$ cat config.mk
export PLATFORM = sky130hd
export DESIGN_NAME = char_lcd_parallel_interface_sequencer_top
export DESIGN_NICKNAME = d
export VERILOG_FILES = /design/src/rtl/core/lcdseq_pkg.sv /design/src/rtl/core/lcdseq_step.sv /design/src/rtl/core/char_lcd_parallel_interface_sequencer_top.sv
export SDC_FILE = /design/constraint.sdc
export NUM_CORES = 1
export LEC_CHECK = 0
export ABC_CLOCK_PERIOD_IN_PS = 11200
export BUFFER_PORTS_ARGS = -buffer_cell sky130_fd_sc_hd__buf_4
export CORE_ASPECT_RATIO = 1.2
export CORE_MARGIN = 2
export CORE_UTILIZATION = 40
export CTS_CLUSTER_DIAMETER = 40
export DETAILED_ROUTE_END_ITERATION = 10
export GPL_ROUTABILITY_DRIVEN = 0
export MAX_ROUTING_LAYER = met4
export PLACE_DENSITY = 0.61
export SLEW_MARGIN = 0
export SYNTH_ARGS = -nofsm -noshare
export SYNTH_HDL_FRONTEND = slang
export SYNTH_SLANG_ARGS = --single-unit
$ cat constraint.sdc
create_clock -name clk -period 11.2 [get_ports clk]
set_clock_uncertainty 0.15 [all_clocks]
set_input_delay 1.68 -clock clk [delete_from_list [all_inputs] [get_ports clk]]
set_output_delay 1.68 -clock clk [all_outputs]
set_load 0.01 [all_outputs]
$ cat src/rtl/core/lcdseq_pkg.sv
// shared types, codes and helpers for the character lcd interface sequencer
package lcdseq_pkg;

  // geometry and queue sizing
  localparam int QUEUE_DEPTH = 4;
  localparam int ROWS        = 4;
  localparam int COLUMNS     = 20;
  localparam int MAX_RESULTS = 4;

  localparam int ROW_W     = (ROWS > 1) ? $clog2(ROWS) : 1;
  localparam int COL_W     = $clog2(COLUMNS);
  localparam int CNT_W     = $clog2(QUEUE_DEPTH + 1);
  localparam int RES_CNT_W = $clog2(MAX_RESULTS + 1);
  localparam int GAP_W     = 10;
  localparam int WAIT_W    = 20;
  localparam int US_PER_MS = 1000;

  // request codes
  localparam logic [2:0] REQ_INIT        = 3'd0;
  localparam logic [2:0] REQ_COMMAND     = 3'd1;
  localparam logic [2:0] REQ_DATA        = 3'd2;
  localparam logic [2:0] REQ_GOTO        = 3'd3;
  localparam logic [2:0] REQ_CHAR        = 3'd4;
  localparam logic [2:0] REQ_DISPLAY     = 3'd5;
  localparam logic [2:0] REQ_BUSY_ANSWER = 3'd6;

  // result action codes
  localparam logic [1:0] ACT_WRITE  = 2'd0;
  localparam logic [1:0] ACT_BUSYRD = 2'd1;
  localparam logic [1:0] ACT_REJECT = 2'd2;

  // register index of the configuration port
  localparam logic REG_CHAR_GAP = 1'b0;

  // display instruction bytes
  localparam logic [7:0] FUNC_SET    = 8'h38;
  localparam logic [7:0] DISPLAY_ON  = 8'h0E;
  localparam logic [7:0] CLEAR_DISP  = 8'h01;
  localparam logic [7:0] ENTRY_MODE  = 8'h06;
  localparam logic [7:0] SET_ADDR    = 8'h80;
  localparam logic [7:0] DISPLAY_CTL = 8'h0C;

  // power-up delays of the three raw function-set strobes
  localparam logic [WAIT_W-1:0] WAIT_POWER_UP = 20'd45000;
  localparam logic [WAIT_W-1:0] WAIT_SECOND   = 20'd5000;
  localparam logic [WAIT_W-1:0] WAIT_THIRD    = 20'd150;

  typedef enum logic {PH_IDLE, PH_WAIT} phase_t;

  typedef struct packed {
    logic [2:0] req_type;
    logic [7:0] data_byte;
    logic [7:0] row;
    logic [7:0] column;
    logic       cursor_on;
    logic       blink_on;
    logic       busy_flag;
  } item_t;

  typedef struct packed {
    logic [1:0]        action;
    logic              reg_select;
    logic [7:0]        bus_byte;
    logic [WAIT_W-1:0] wait_before_us;
    logic [WAIT_W-1:0] wait_after_us;
    logic              last;
  } result_t;

  typedef struct packed {
    phase_t           phase;
    logic [CNT_W-1:0] pending_count;
    logic [ROW_W-1:0] cursor_row;
    logic [COL_W-1:0] cursor_col;
    logic             gap_flag;
  } ctrl_t;

  // queue entry: register select in bit 8, byte below
  typedef logic [8:0] entry_t;
  typedef entry_t [QUEUE_DEPTH-1:0] queue_t;
  typedef result_t [MAX_RESULTS-1:0] bundle_t;

  function automatic logic [7:0] row_base(input logic [ROW_W-1:0] r);
    logic [1:0] rr;
    rr = 2'(r);
    case (rr)
      2'd0:    row_base = 8'd0;
      2'd1:    row_base = 8'd64;
      2'd2:    row_base = 8'd20;
      default: row_base = 8'd84;
    endcase
  endfunction

  function automatic logic [7:0] address_of(input logic [ROW_W-1:0] r,
                                            input logic [COL_W-1:0] c);
    address_of = SET_ADDR | (row_base(r) + 8'(c));
  endfunction

  function automatic result_t make_result(input logic [1:0] action,
                                          input logic rs,
                                          input logic [7:0] byte_val,
                                          input logic [WAIT_W-1:0] wb,
                                          input logic [WAIT_W-1:0] wa,
                                          input logic last);
    result_t r;
    r.action         = action;
    r.reg_select     = rs;
    r.bus_byte       = byte_val;
    r.wait_before_us = wb;
    r.wait_after_us  = wa;
    r.last           = last;
    make_result = r;
  endfunction

endpackage

$ cat src/rtl/core/lcdseq_step.sv
// next-state and result logic for one registered request
module lcdseq_step import lcdseq_pkg::*; (
  input  item_t                   item,
  input  ctrl_t                   ctrl,
  input  queue_t                  queue,
  input  logic [WAIT_W-1:0]       gap_us,
  output ctrl_t                   ctrl_next,
  output queue_t                  queue_next,
  output bundle_t                 results,
  output logic [RES_CNT_W-1:0]    result_count
);

  logic [CNT_W-1:0]  remain;
  logic              goto_ok;
  logic [ROW_W-1:0]  goto_row;
  logic [COL_W-1:0]  goto_col;
  logic [COL_W:0]    col_inc;
  logic [ROW_W:0]    row_inc;
  logic              col_wrap;
  logic [ROW_W-1:0]  char_row;
  logic [COL_W-1:0]  char_col;
  logic [WAIT_W-1:0] wa;
  result_t           reject_res;
  result_t           busyrd_res;

  assign remain = ctrl.pending_count - CNT_W'(1);

  // goto target, out of range falls back to home
  assign goto_ok  = (item.row < 8'(ROWS)) && (item.column < 8'(COLUMNS));
  assign goto_row = goto_ok ? item.row[ROW_W-1:0] : '0;
  assign goto_col = goto_ok ? item.column[COL_W-1:0] : '0;

  // wrapping character: column first, then row, back to home past the end
  assign col_inc  = {1'b0, ctrl.cursor_col} + (COL_W+1)'(1);
  assign row_inc  = {1'b0, ctrl.cursor_row} + (ROW_W+1)'(1);
  assign col_wrap = (col_inc >= (COL_W+1)'(COLUMNS));
  assign char_col = col_wrap ? '0 : col_inc[COL_W-1:0];
  assign char_row = !col_wrap ? ctrl.cursor_row :
                    (row_inc >= (ROW_W+1)'(ROWS)) ? '0 : row_inc[ROW_W-1:0];

  assign wa = (remain == '0 && ctrl.gap_flag) ? gap_us : '0;

  assign reject_res = make_result(ACT_REJECT, 1'b0, 8'd0, '0, '0, 1'b1);
  assign busyrd_res = make_result(ACT_BUSYRD, 1'b0, 8'd0, '0, '0, 1'b1);

  always_comb begin
    ctrl_next    = ctrl;
    queue_next   = queue;
    results      = '0;
    results[0]   = reject_res;
    result_count = RES_CNT_W'(1);

    if (ctrl.phase == PH_WAIT) begin
      if (item.req_type != REQ_BUSY_ANSWER || ctrl.pending_count == '0) begin
        results[0] = reject_res;
      end else if (item.busy_flag) begin
        results[0] = busyrd_res;
      end else begin
        for (int i = 0; i < QUEUE_DEPTH - 1; i++) begin
          queue_next[i] = queue[i+1];
        end
        ctrl_next.pending_count = remain;
        if (remain != '0) begin
          results[0]   = make_result(ACT_WRITE, queue[0][8], queue[0][7:0], '0, wa, 1'b0);
          results[1]   = busyrd_res;
          result_count = RES_CNT_W'(2);
        end else begin
          results[0]         = make_result(ACT_WRITE, queue[0][8], queue[0][7:0], '0, wa, 1'b1);
          ctrl_next.phase    = PH_IDLE;
          ctrl_next.gap_flag = 1'b0;
        end
      end
    end else begin
      ctrl_next.pending_count = '0;
      ctrl_next.gap_flag      = 1'b0;
      results[0]              = busyrd_res;
      ctrl_next.phase         = PH_WAIT;
      case (item.req_type)
        REQ_INIT: begin
          results[0]   = make_result(ACT_WRITE, 1'b0, FUNC_SET, WAIT_POWER_UP, '0, 1'b0);
          results[1]   = make_result(ACT_WRITE, 1'b0, FUNC_SET, WAIT_SECOND, '0, 1'b0);
          results[2]   = make_result(ACT_WRITE, 1'b0, FUNC_SET, WAIT_THIRD, '0, 1'b0);
          results[3]   = busyrd_res;
          result_count = RES_CNT_W'(4);
          queue_next[0] = {1'b0, FUNC_SET};
          queue_next[1] = {1'b0, DISPLAY_ON};
          queue_next[2] = {1'b0, CLEAR_DISP};
          queue_next[3] = {1'b0, ENTRY_MODE};
          ctrl_next.pending_count = CNT_W'(4);
        end
        REQ_COMMAND: begin
          queue_next[0]           = {1'b0, item.data_byte};
          ctrl_next.pending_count = CNT_W'(1);
        end
        REQ_DATA: begin
          queue_next[0]           = {1'b1, item.data_byte};
          ctrl_next.pending_count = CNT_W'(1);
        end
        REQ_GOTO: begin
          ctrl_next.cursor_row    = goto_row;
          ctrl_next.cursor_col    = goto_col;
          queue_next[0]           = {1'b0, address_of(goto_row, goto_col)};
          ctrl_next.pending_count = CNT_W'(1);
        end
        REQ_CHAR: begin
          ctrl_next.cursor_row    = char_row;
          ctrl_next.cursor_col    = char_col;
          queue_next[0]           = {1'b1, item.data_byte};
          queue_next[1]           = {1'b0, address_of(char_row, char_col)};
          ctrl_next.pending_count = CNT_W'(2);
          ctrl_next.gap_flag      = 1'b1;
        end
        REQ_DISPLAY: begin
          queue_next[0] = {1'b0, DISPLAY_CTL | {6'd0, item.cursor_on, item.blink_on}};
          ctrl_next.pending_count = CNT_W'(1);
        end
        default: begin
          // busy answer while idle and the unused code
          results[0]      = reject_res;
          ctrl_next.phase = PH_IDLE;
        end
      endcase
    end
  end

endmodule

$ cat src/rtl/core/char_lcd_parallel_interface_sequencer_top.sv
// top level of the character lcd interface sequencer
// Turns host requests into strobes for an HD44780-style display on an 8-bit
// bus. Each request is taken into an input register and evaluated
// combinationally; its results (one to four) land in a result buffer that
// drains one transfer per cycle on the master side while m_tready is high;
// a new request is taken when the buffer is empty or on its final transfer.
// Init gives three raw function-set strobes with their
// power-up delays and a busy-read; every other queued byte waits for a busy
// answer request that reports clear. While a busy answer is pending, any
// other request is rejected and the queue is kept. The character gap
// register is scaled to microseconds when written.
module char_lcd_parallel_interface_sequencer_top import lcdseq_pkg::*; (
  input  logic        clk,
  input  logic        rst,
  // request stream
  input  logic        s_tvalid,
  output logic        s_tready,
  input  logic [31:0] s_tdata,   // data_byte, row, column, cursor_on, blink_on, busy_flag
  input  logic [2:0]  s_tuser,   // req_type
  // result stream
  output logic        m_tvalid,
  input  logic        m_tready,
  output logic [47:0] m_tdata,   // bus_byte, wait_before_us, wait_after_us
  output logic [2:0]  m_tuser,   // action, reg_select
  output logic        m_tlast,
  // configuration port
  input  logic        psel,
  input  logic        penable,
  input  logic        pwrite,
  input  logic [2:0]  paddr,
  input  logic [31:0] pwdata,
  output logic [31:0] prdata,
  output logic        pready
);

  // configuration
  logic [GAP_W-1:0]  char_gap_ms;
  logic [WAIT_W-1:0] gap_us;
  logic              cfg_write;

  // input register
  logic  in_valid;
  item_t in_item;
  logic  s_transfer;
  logic  process;

  // sequencer state
  ctrl_t  ctrl;
  ctrl_t  ctrl_next;
  queue_t queue;
  queue_t queue_next;

  // result buffer
  bundle_t               results;
  logic [RES_CNT_W-1:0]  result_count;
  bundle_t               bundle;
  logic [RES_CNT_W-1:0]  remaining;
  logic                  buf_free;
  logic                  m_transfer;

  // apb: register index lives in paddr[2], writes complete in the access cycle
  assign pready    = 1'b1;
  assign cfg_write = psel && penable && pwrite && pready;
  assign prdata    = (paddr[2] == REG_CHAR_GAP) ? 32'(char_gap_ms) : 32'd0;

  always_ff @(posedge clk) begin
    if (rst) begin
      char_gap_ms <= '0;
      gap_us      <= '0;
    end else if (cfg_write && paddr[2] == REG_CHAR_GAP) begin
      char_gap_ms <= pwdata[GAP_W-1:0];
      gap_us      <= WAIT_W'(pwdata[GAP_W-1:0]) * WAIT_W'(US_PER_MS);
    end
  end

  // the buffer can take a new bundle when empty or on its final transfer
  assign m_transfer = m_tvalid && m_tready;
  assign buf_free   = (remaining == '0) || (m_tready && remaining == RES_CNT_W'(1));
  assign process    = in_valid && buf_free;
  assign s_tready   = !in_valid || process;
  assign s_transfer = s_tvalid && s_tready;

  always_ff @(posedge clk) begin
    if (rst) begin
      in_valid <= 1'b0;
    end else if (s_transfer) begin
      in_valid <= 1'b1;
    end else if (process) begin
      in_valid <= 1'b0;
    end
  end

  always_ff @(posedge clk) begin
    if (s_transfer) begin
      in_item.req_type  <= s_tuser;
      in_item.data_byte <= s_tdata[7:0];
      in_item.row       <= s_tdata[15:8];
      in_item.column    <= s_tdata[23:16];
      in_item.cursor_on <= s_tdata[24];
      in_item.blink_on  <= s_tdata[25];
      in_item.busy_flag <= s_tdata[26];
    end
  end

  lcdseq_step u_step (
    .item         (in_item),
    .ctrl         (ctrl),
    .queue        (queue),
    .gap_us       (gap_us),
    .ctrl_next    (ctrl_next),
    .queue_next   (queue_next),
    .results      (results),
    .result_count (result_count)
  );

  // sequencer state advances once per processed request
  always_ff @(posedge clk) begin
    if (rst) begin
      ctrl.phase         <= PH_IDLE;
      ctrl.pending_count <= '0;
      ctrl.cursor_row    <= '0;
      ctrl.cursor_col    <= '0;
      ctrl.gap_flag      <= 1'b0;
    end else if (process) begin
      ctrl <= ctrl_next;
    end
  end

  // queue entries are only read below the fill count, no reset needed
  always_ff @(posedge clk) begin
    if (process) begin
      queue <= queue_next;
    end
  end

  always_ff @(posedge clk) begin
    if (rst) begin
      remaining <= '0;
    end else if (process) begin
      remaining <= result_count;
    end else if (m_transfer) begin
      remaining <= remaining - RES_CNT_W'(1);
    end
  end

  // results shift toward slot 0 as they leave
  always_ff @(posedge clk) begin
    if (process) begin
      bundle <= results;
    end else if (m_transfer) begin
      for (int i = 0; i < MAX_RESULTS - 1; i++) begin
        bundle[i] <= bundle[i+1];
      end
    end
  end

  assign m_tvalid = (remaining != '0);
  assign m_tdata  = {bundle[0].wait_after_us, bundle[0].wait_before_us, bundle[0].bus_byte};
  assign m_tuser  = {bundle[0].reg_select, bundle[0].action};
  assign m_tlast  = bundle[0].last;

endmodule

Word-level counts from Yosys, hierarchy flattened
Index checks and enable logic that the tools add are counted.

Bitwise logic cells: 2. Reductions and logical operators: 37. $lt $le $gt $ge: 4. Muxes and demuxes: 52. Multipliers: 1. Equal/unequal tests: 14. Add/sub/neg operators: 6.

Operator list (count): 2-to-1 mux 156 bit (2); 2-to-1 mux 52 bit (4); 2-to-1 mux 155 bit (1); 2-to-1 mux 104 bit (1); case mux 52 bit (2 select lines) (1); 2-to-1 mux 51 bit (2); 2-to-1 mux 27 bit (3); case mux 9 bit (5 select lines) (1); case mux 7 bit (3 select lines) (2); 2-to-1 mux 7 bit (4); 2-to-1 mux 20 bit (1); 2-to-1 mux 3 bit (6); case mux 9 bit (2 select lines) (1); multiplier 10 x 7 -> 17 bit, second input constant (1); AND reduction 4 bit (4); adder 7 x 5 -> 7 bit (2); case mux 7 bit (2 select lines) (1); logical NOT 3 bit (4); 2-to-1 mux 4 bit (3); 2-to-1 mux 1 bit (10); 2-to-1 mux 10 bit (1); 2-to-1 mux 5 bit (2); logical AND 1 bit (9); 2-to-1 mux 9 bit (1); 28 further kinds (49).

Output and inout port bits: 87. Register bits after elaboration: 307. Input bits: 77. Word-level logic and storage cells: 159.

Longest topological paths before layout
Word-level depth: 11. Mapped depth: 13. Mapped depth without buffers: 13.

Modules after synthesis
A second synthesis with hierarchy kept.

Cell total of the unflattened synthesis: 1757. Area total of the unflattened synthesis: 17394.2 µm².

By module, submodules not included: char_lcd_parallel_interface_sequencer_top (times used 1, sequential area each 9048.7 µm², cells an instance 1242, area an instance 14097.3 µm²); lcdseq_step (times used 1, sequential area each 0.0 µm², cells an instance 515, area an instance 3296.9 µm²).

Worst setup path before layout
OpenSTA, ideal clock, no wires.

Path kind: input -> register. From: in pwdata[5]. To: reg gap_us[17]. Setup time: 129 ps. Cell stages on the path: 12. Arrival time: 5295 ps. Data required time: 10921 ps. Buffers on the path: 0. Path slack: 5627 ps. Cells stage by stage: inv_1 > fa_1 > fa_1 > fa_1 > inv_1 > fa_1 > ha_1 > a2111o_1 > a311o_1 > a31oi_1 > xor2_1 > o31ai_1.

Word-level cells in the longest chain between the ends: 1.

Ends and longest elaborated chain: from (decl) (line char_lcd_parallel_interface_sequencer_top.sv:31) `input logic [31:0] pwdata,`; multiplier 10 x 7 -> 17 bit (line char_lcd_parallel_interface_sequencer_top.sv:72) `gap_us <= WAIT_W'(pwdata[GAP_W-1:0]) * WAIT_W'(US_PER_MS);`; to (signal assigned) (line char_lcd_parallel_interface_sequencer_top.sv:72); to (decl) (line char_lcd_parallel_interface_sequencer_top.sv:38) `logic [WAIT_W-1:0] gap_us;`.

Every way passes these cells. A chain may end at the register's enable or synchronous reset.

Worst setup path in the final report
Same ends and word-level chain as after synthesis.

==> impl_metrics.py <==
metrics = {
    "run_status": {
        "status": "completed",
    },
    "cells_and_area": {
        "finalInstanceArea_um2": 9074,
        "mostFrequentLayoutCell": "buf_4",
        "final_cell_mix": "buf_4 (104), edfxtp_1 (86), nand2_1 (68)",
        "antennaDiodeCount": 0,
        "stdcell_count": 1094,
        "n_fill_cell": 1860,
        "areaGrowthSynthToFinish_pct": 14.40,
        "fin_nets": 984,
        "drive_gt1_frac": 0.1801,
    },
    "pwr": {
        "net-switching-power_mw": 0.6847,
        "p_leak_nw": 3.845,
        "switching_share": 0.3511,
        "power_density_nw_per_um2": 215.0,
        "p_seq_frac": 0.348,
        "combPwrFrac": 0.368,
        "p_int_mw": 1.266,
        "ir_worst_vdd_mv": 0.1046,
        "pwr-share-clk": 0.284,
    },
    "logic_synthesis": {
        "synth.area.top_cells": "edfxtp_1 (33%), dfxtp_1 (10%), ha_1 (9.1%), fa_1 (7.3%), buf_4 (7.1%)",
        "yosys.area.top_type_share": 0.3256,
        "yosys.cell_types.count": 71,
        "synth_area_um2": 7931,
        "yosysSeqAreaShare": 0.4291,
        "async_reset_ff_frac": 0,
        "ys_warn_count": 0,
        "synth_ff_type": "edfxtp_1",
        "avgSynthCellArea_um2": 10.29,
        "synth_edf_count": 86,
        "synth_top_area_cell": "edfxtp_1",
        "netlist_instances": 771,
        "ys_ff_latch": 127,
    },
    "critical_path": {
        "crit_required_ns": 11.32,
        "cp_common_cell": "fa_1",
        "cp.arrival_ns": 5.72,
        "crit_family": "adder cells",
        "cp-start-kind": "input pin",
        "path_max_fanout": 7,
        "slowest_delay_ns": 0.51,
        "critPathKind": "in2reg",
        "path_cells": "buf_4 -> inv_1 -> fa_1 -> fa_1 -> fa_1 -> inv_1 -> fa_1 -> ha_1 -> a2111o_1 -> a311o_1 -> a31oi_1 -> xor2_1 -> o31ai_1",
        "crit_slowest_cell": "fa_1",
        "critPathBufInv": 3,
        "cp-end-kind": "flop",
    },
    "timing": {
        "worstMarginPinSlew_ns": 1.036,
        "slew_headroom": 0.3080,
        "whs_ns": 0.2966,
        "max_freq_mhz": 178.5,
        "final_hold_viol_count": 0,
        "finalSetupViolCount": 0,
        "period_share": 0.5001,
        "slew_viol_final": 0,
        "tns_ns": 0,
        "rsz0062_at_grt": "no",
        "fin_crit_ns": 5.601,
    },
    "floorplan": {
        "ios": 164,
        "fp.dieW_um": 132.5,
        "row_count": 56,
        "start_util": 0.4072,
        "die-area_um2": 20980,
        "die_h_um": 158.3,
        "core_area_um2": 19480,
    },
    "cts": {
        "cts_made_buffers": 17,
        "ctsResizeCount": 0,
        "clock_sinks": 127,
        "clock_insertion_delay_worst_skew_ns": 0.41,
        "cts.path.max_buffers": 2,
        "cts-root-buf": "clkbuf_16",
        "cts_hold_buf": 0,
        "postCtsSetupBuffers": 0,
        "htreeDepth": 4,
        "cts_tree": "built",
        "clk_pin_slew_ns": 0.06,
    },
    "placement": {
        "place_area_um2": 8473,
        "dp_hpwl_mm": 11.26,
        "port_buffers": 101,
        "dp_cells": 1062,
    },
    "global_routing": {
        "antenna_found_initial": 0,
        "track_usage": 0.1534,
        "overflow": 0,
        "grt_pass1_vias": 5090,
        "grt_pass1_wl_mm": 25.02,
        "grt_max_degree": 50,
    },
    "routing": {
        "ant_nets": 0,
        "routed_wl_mm": 15.18,
        "drc": 0,
        "drt_iter0_drc": 275,
        "dr.pass1.iters": 5,
        "drt-wirelength-per-cell_um": 13.88,
        "vias": 5323,
        "vias_per_cell": 4.866,
    },
    "min_path": {
        "hp-class": "reg2reg",
    },
    "run": {
        "cap_viol_max_count": 0,
    },
}
==> stage by stage <==
| step | utilization | power [mW] | setup WS (ns) |
|---|---|---|---|
| floorplan | - | 1.247 | 5.627 |
| global route | 0.4658 | 2.091 | 5.469 |
| detailed placement | 0.4350 | 1.409 | 5.170 |
| finish | 0.4658 | 1.950 | 5.599 |
| CTS | 0.4658 | 1.970 | 5.597 |
| global placement | 0.4350 | 1.403 | 5.177 |
==> cell usage after synthesis (all sizes together), types with 4 or more instances <==
library cell and count:
a211oi 9, a21o 14, a21oi 48, a311oi 6
a31oi 6, and2 35, and3 4, buf 81
clkbuf 24, dfxtp 41, edfxtp 86, fa 29
ha 58, inv 58, mux2 4, mux2i 4
nand2 69, nand3 6, nand3b 4, nand4 5
nor2 48, nor2b 15, nor3 9, nor3b 4
o21ai 25, o31ai 5, xnor2 9, xor2 7
==> cells by family after synthesis <==
| logic type | after synthesis | synth area share |
|---|---|---|
| xor gates and xnor gates | 16 | 0.01767 |
| and+or+nand+nor | 218 | 0.1395 |
| DFF | 127 | 0.4291 |
| adders and majority gates | 89 | 0.1672 |
| muxes | 8 | 0.01073 |
| AOI/OAI and AO/OA | 146 | 0.1191 |
| buffers and inverters | 165 | 0.1158 |
| other | 2 | 0.0009469 |
==> cell type report <==
class,count,area [um2],share of cell area
Inverter,60,225.2,0.02482
Multi-Input combinational cell,510,3737,0.4119
Clock buffer,17,425.4,0.04688
Tap cell,261,326.6,0.03599
Sequential cell,127,3403,0.3751
Timing Repair Buffer,104,780.7,0.08605
Clock inverter,15,175.2,0.01931
==> worst paths after layout <==
path	from	end	slack, ns	cells after the start
worst max register to register	ctrl[1]	queue[12]	8.36	9
worst min register to register	gap_us[9]	gap_us[9]	0.30	2
worst min-delay path	gap_us[9]	gap_us[9]	0.30	2
worst max-delay path	pwdata[5]	gap_us[17]	5.60	13
==> power by group through the flow <==
stage               clock network, mW  registers [mW]  logic [mW]
finish                          0.554           0.678       0.718
detailed placement                  0           0.688       0.721
global route                    0.588           0.690       0.813
global placement                    0           0.687       0.716
floorplan                           0           0.663       0.584
CTS                             0.564           0.679       0.727
==> state kept, by name, indices dropped and copies added (netlist names) <==
| signal | cells |
|---|---|
| char_gap_ms | 10 |
| m_tuser | 3 |
| in_valid | 1 |
| in_item | 30 |
| ctrl | 12 |
| m_tdata | 28 |
| bundle | 5 |
| queue | 19 |
| gap_us | 15 |
| m_tlast | 1 |
| remaining | 3 |
==> layer usage <==
| metal | vias up | global-route usage | part of all wire |
|---|---|---|---|
| li1 | 2667 | - | - |
| met1 | 2532 | 0.1844 | 0.45 |
| met2 | 107 | 0.2625 | 0.51 |
| met5 | - | - | 0 |
| met3 | 17 | 0.02547 | 0.032 |
| met4 | 0 | 0.05428 | 0.015 |
==> tightest hold or removal path: stages (launching register included) <==
cell and delay [ns]:
dfxtp_1 0.30, nand2_1 0.05, a21oi_1 0.05
(Power assumes the default switching activity.)
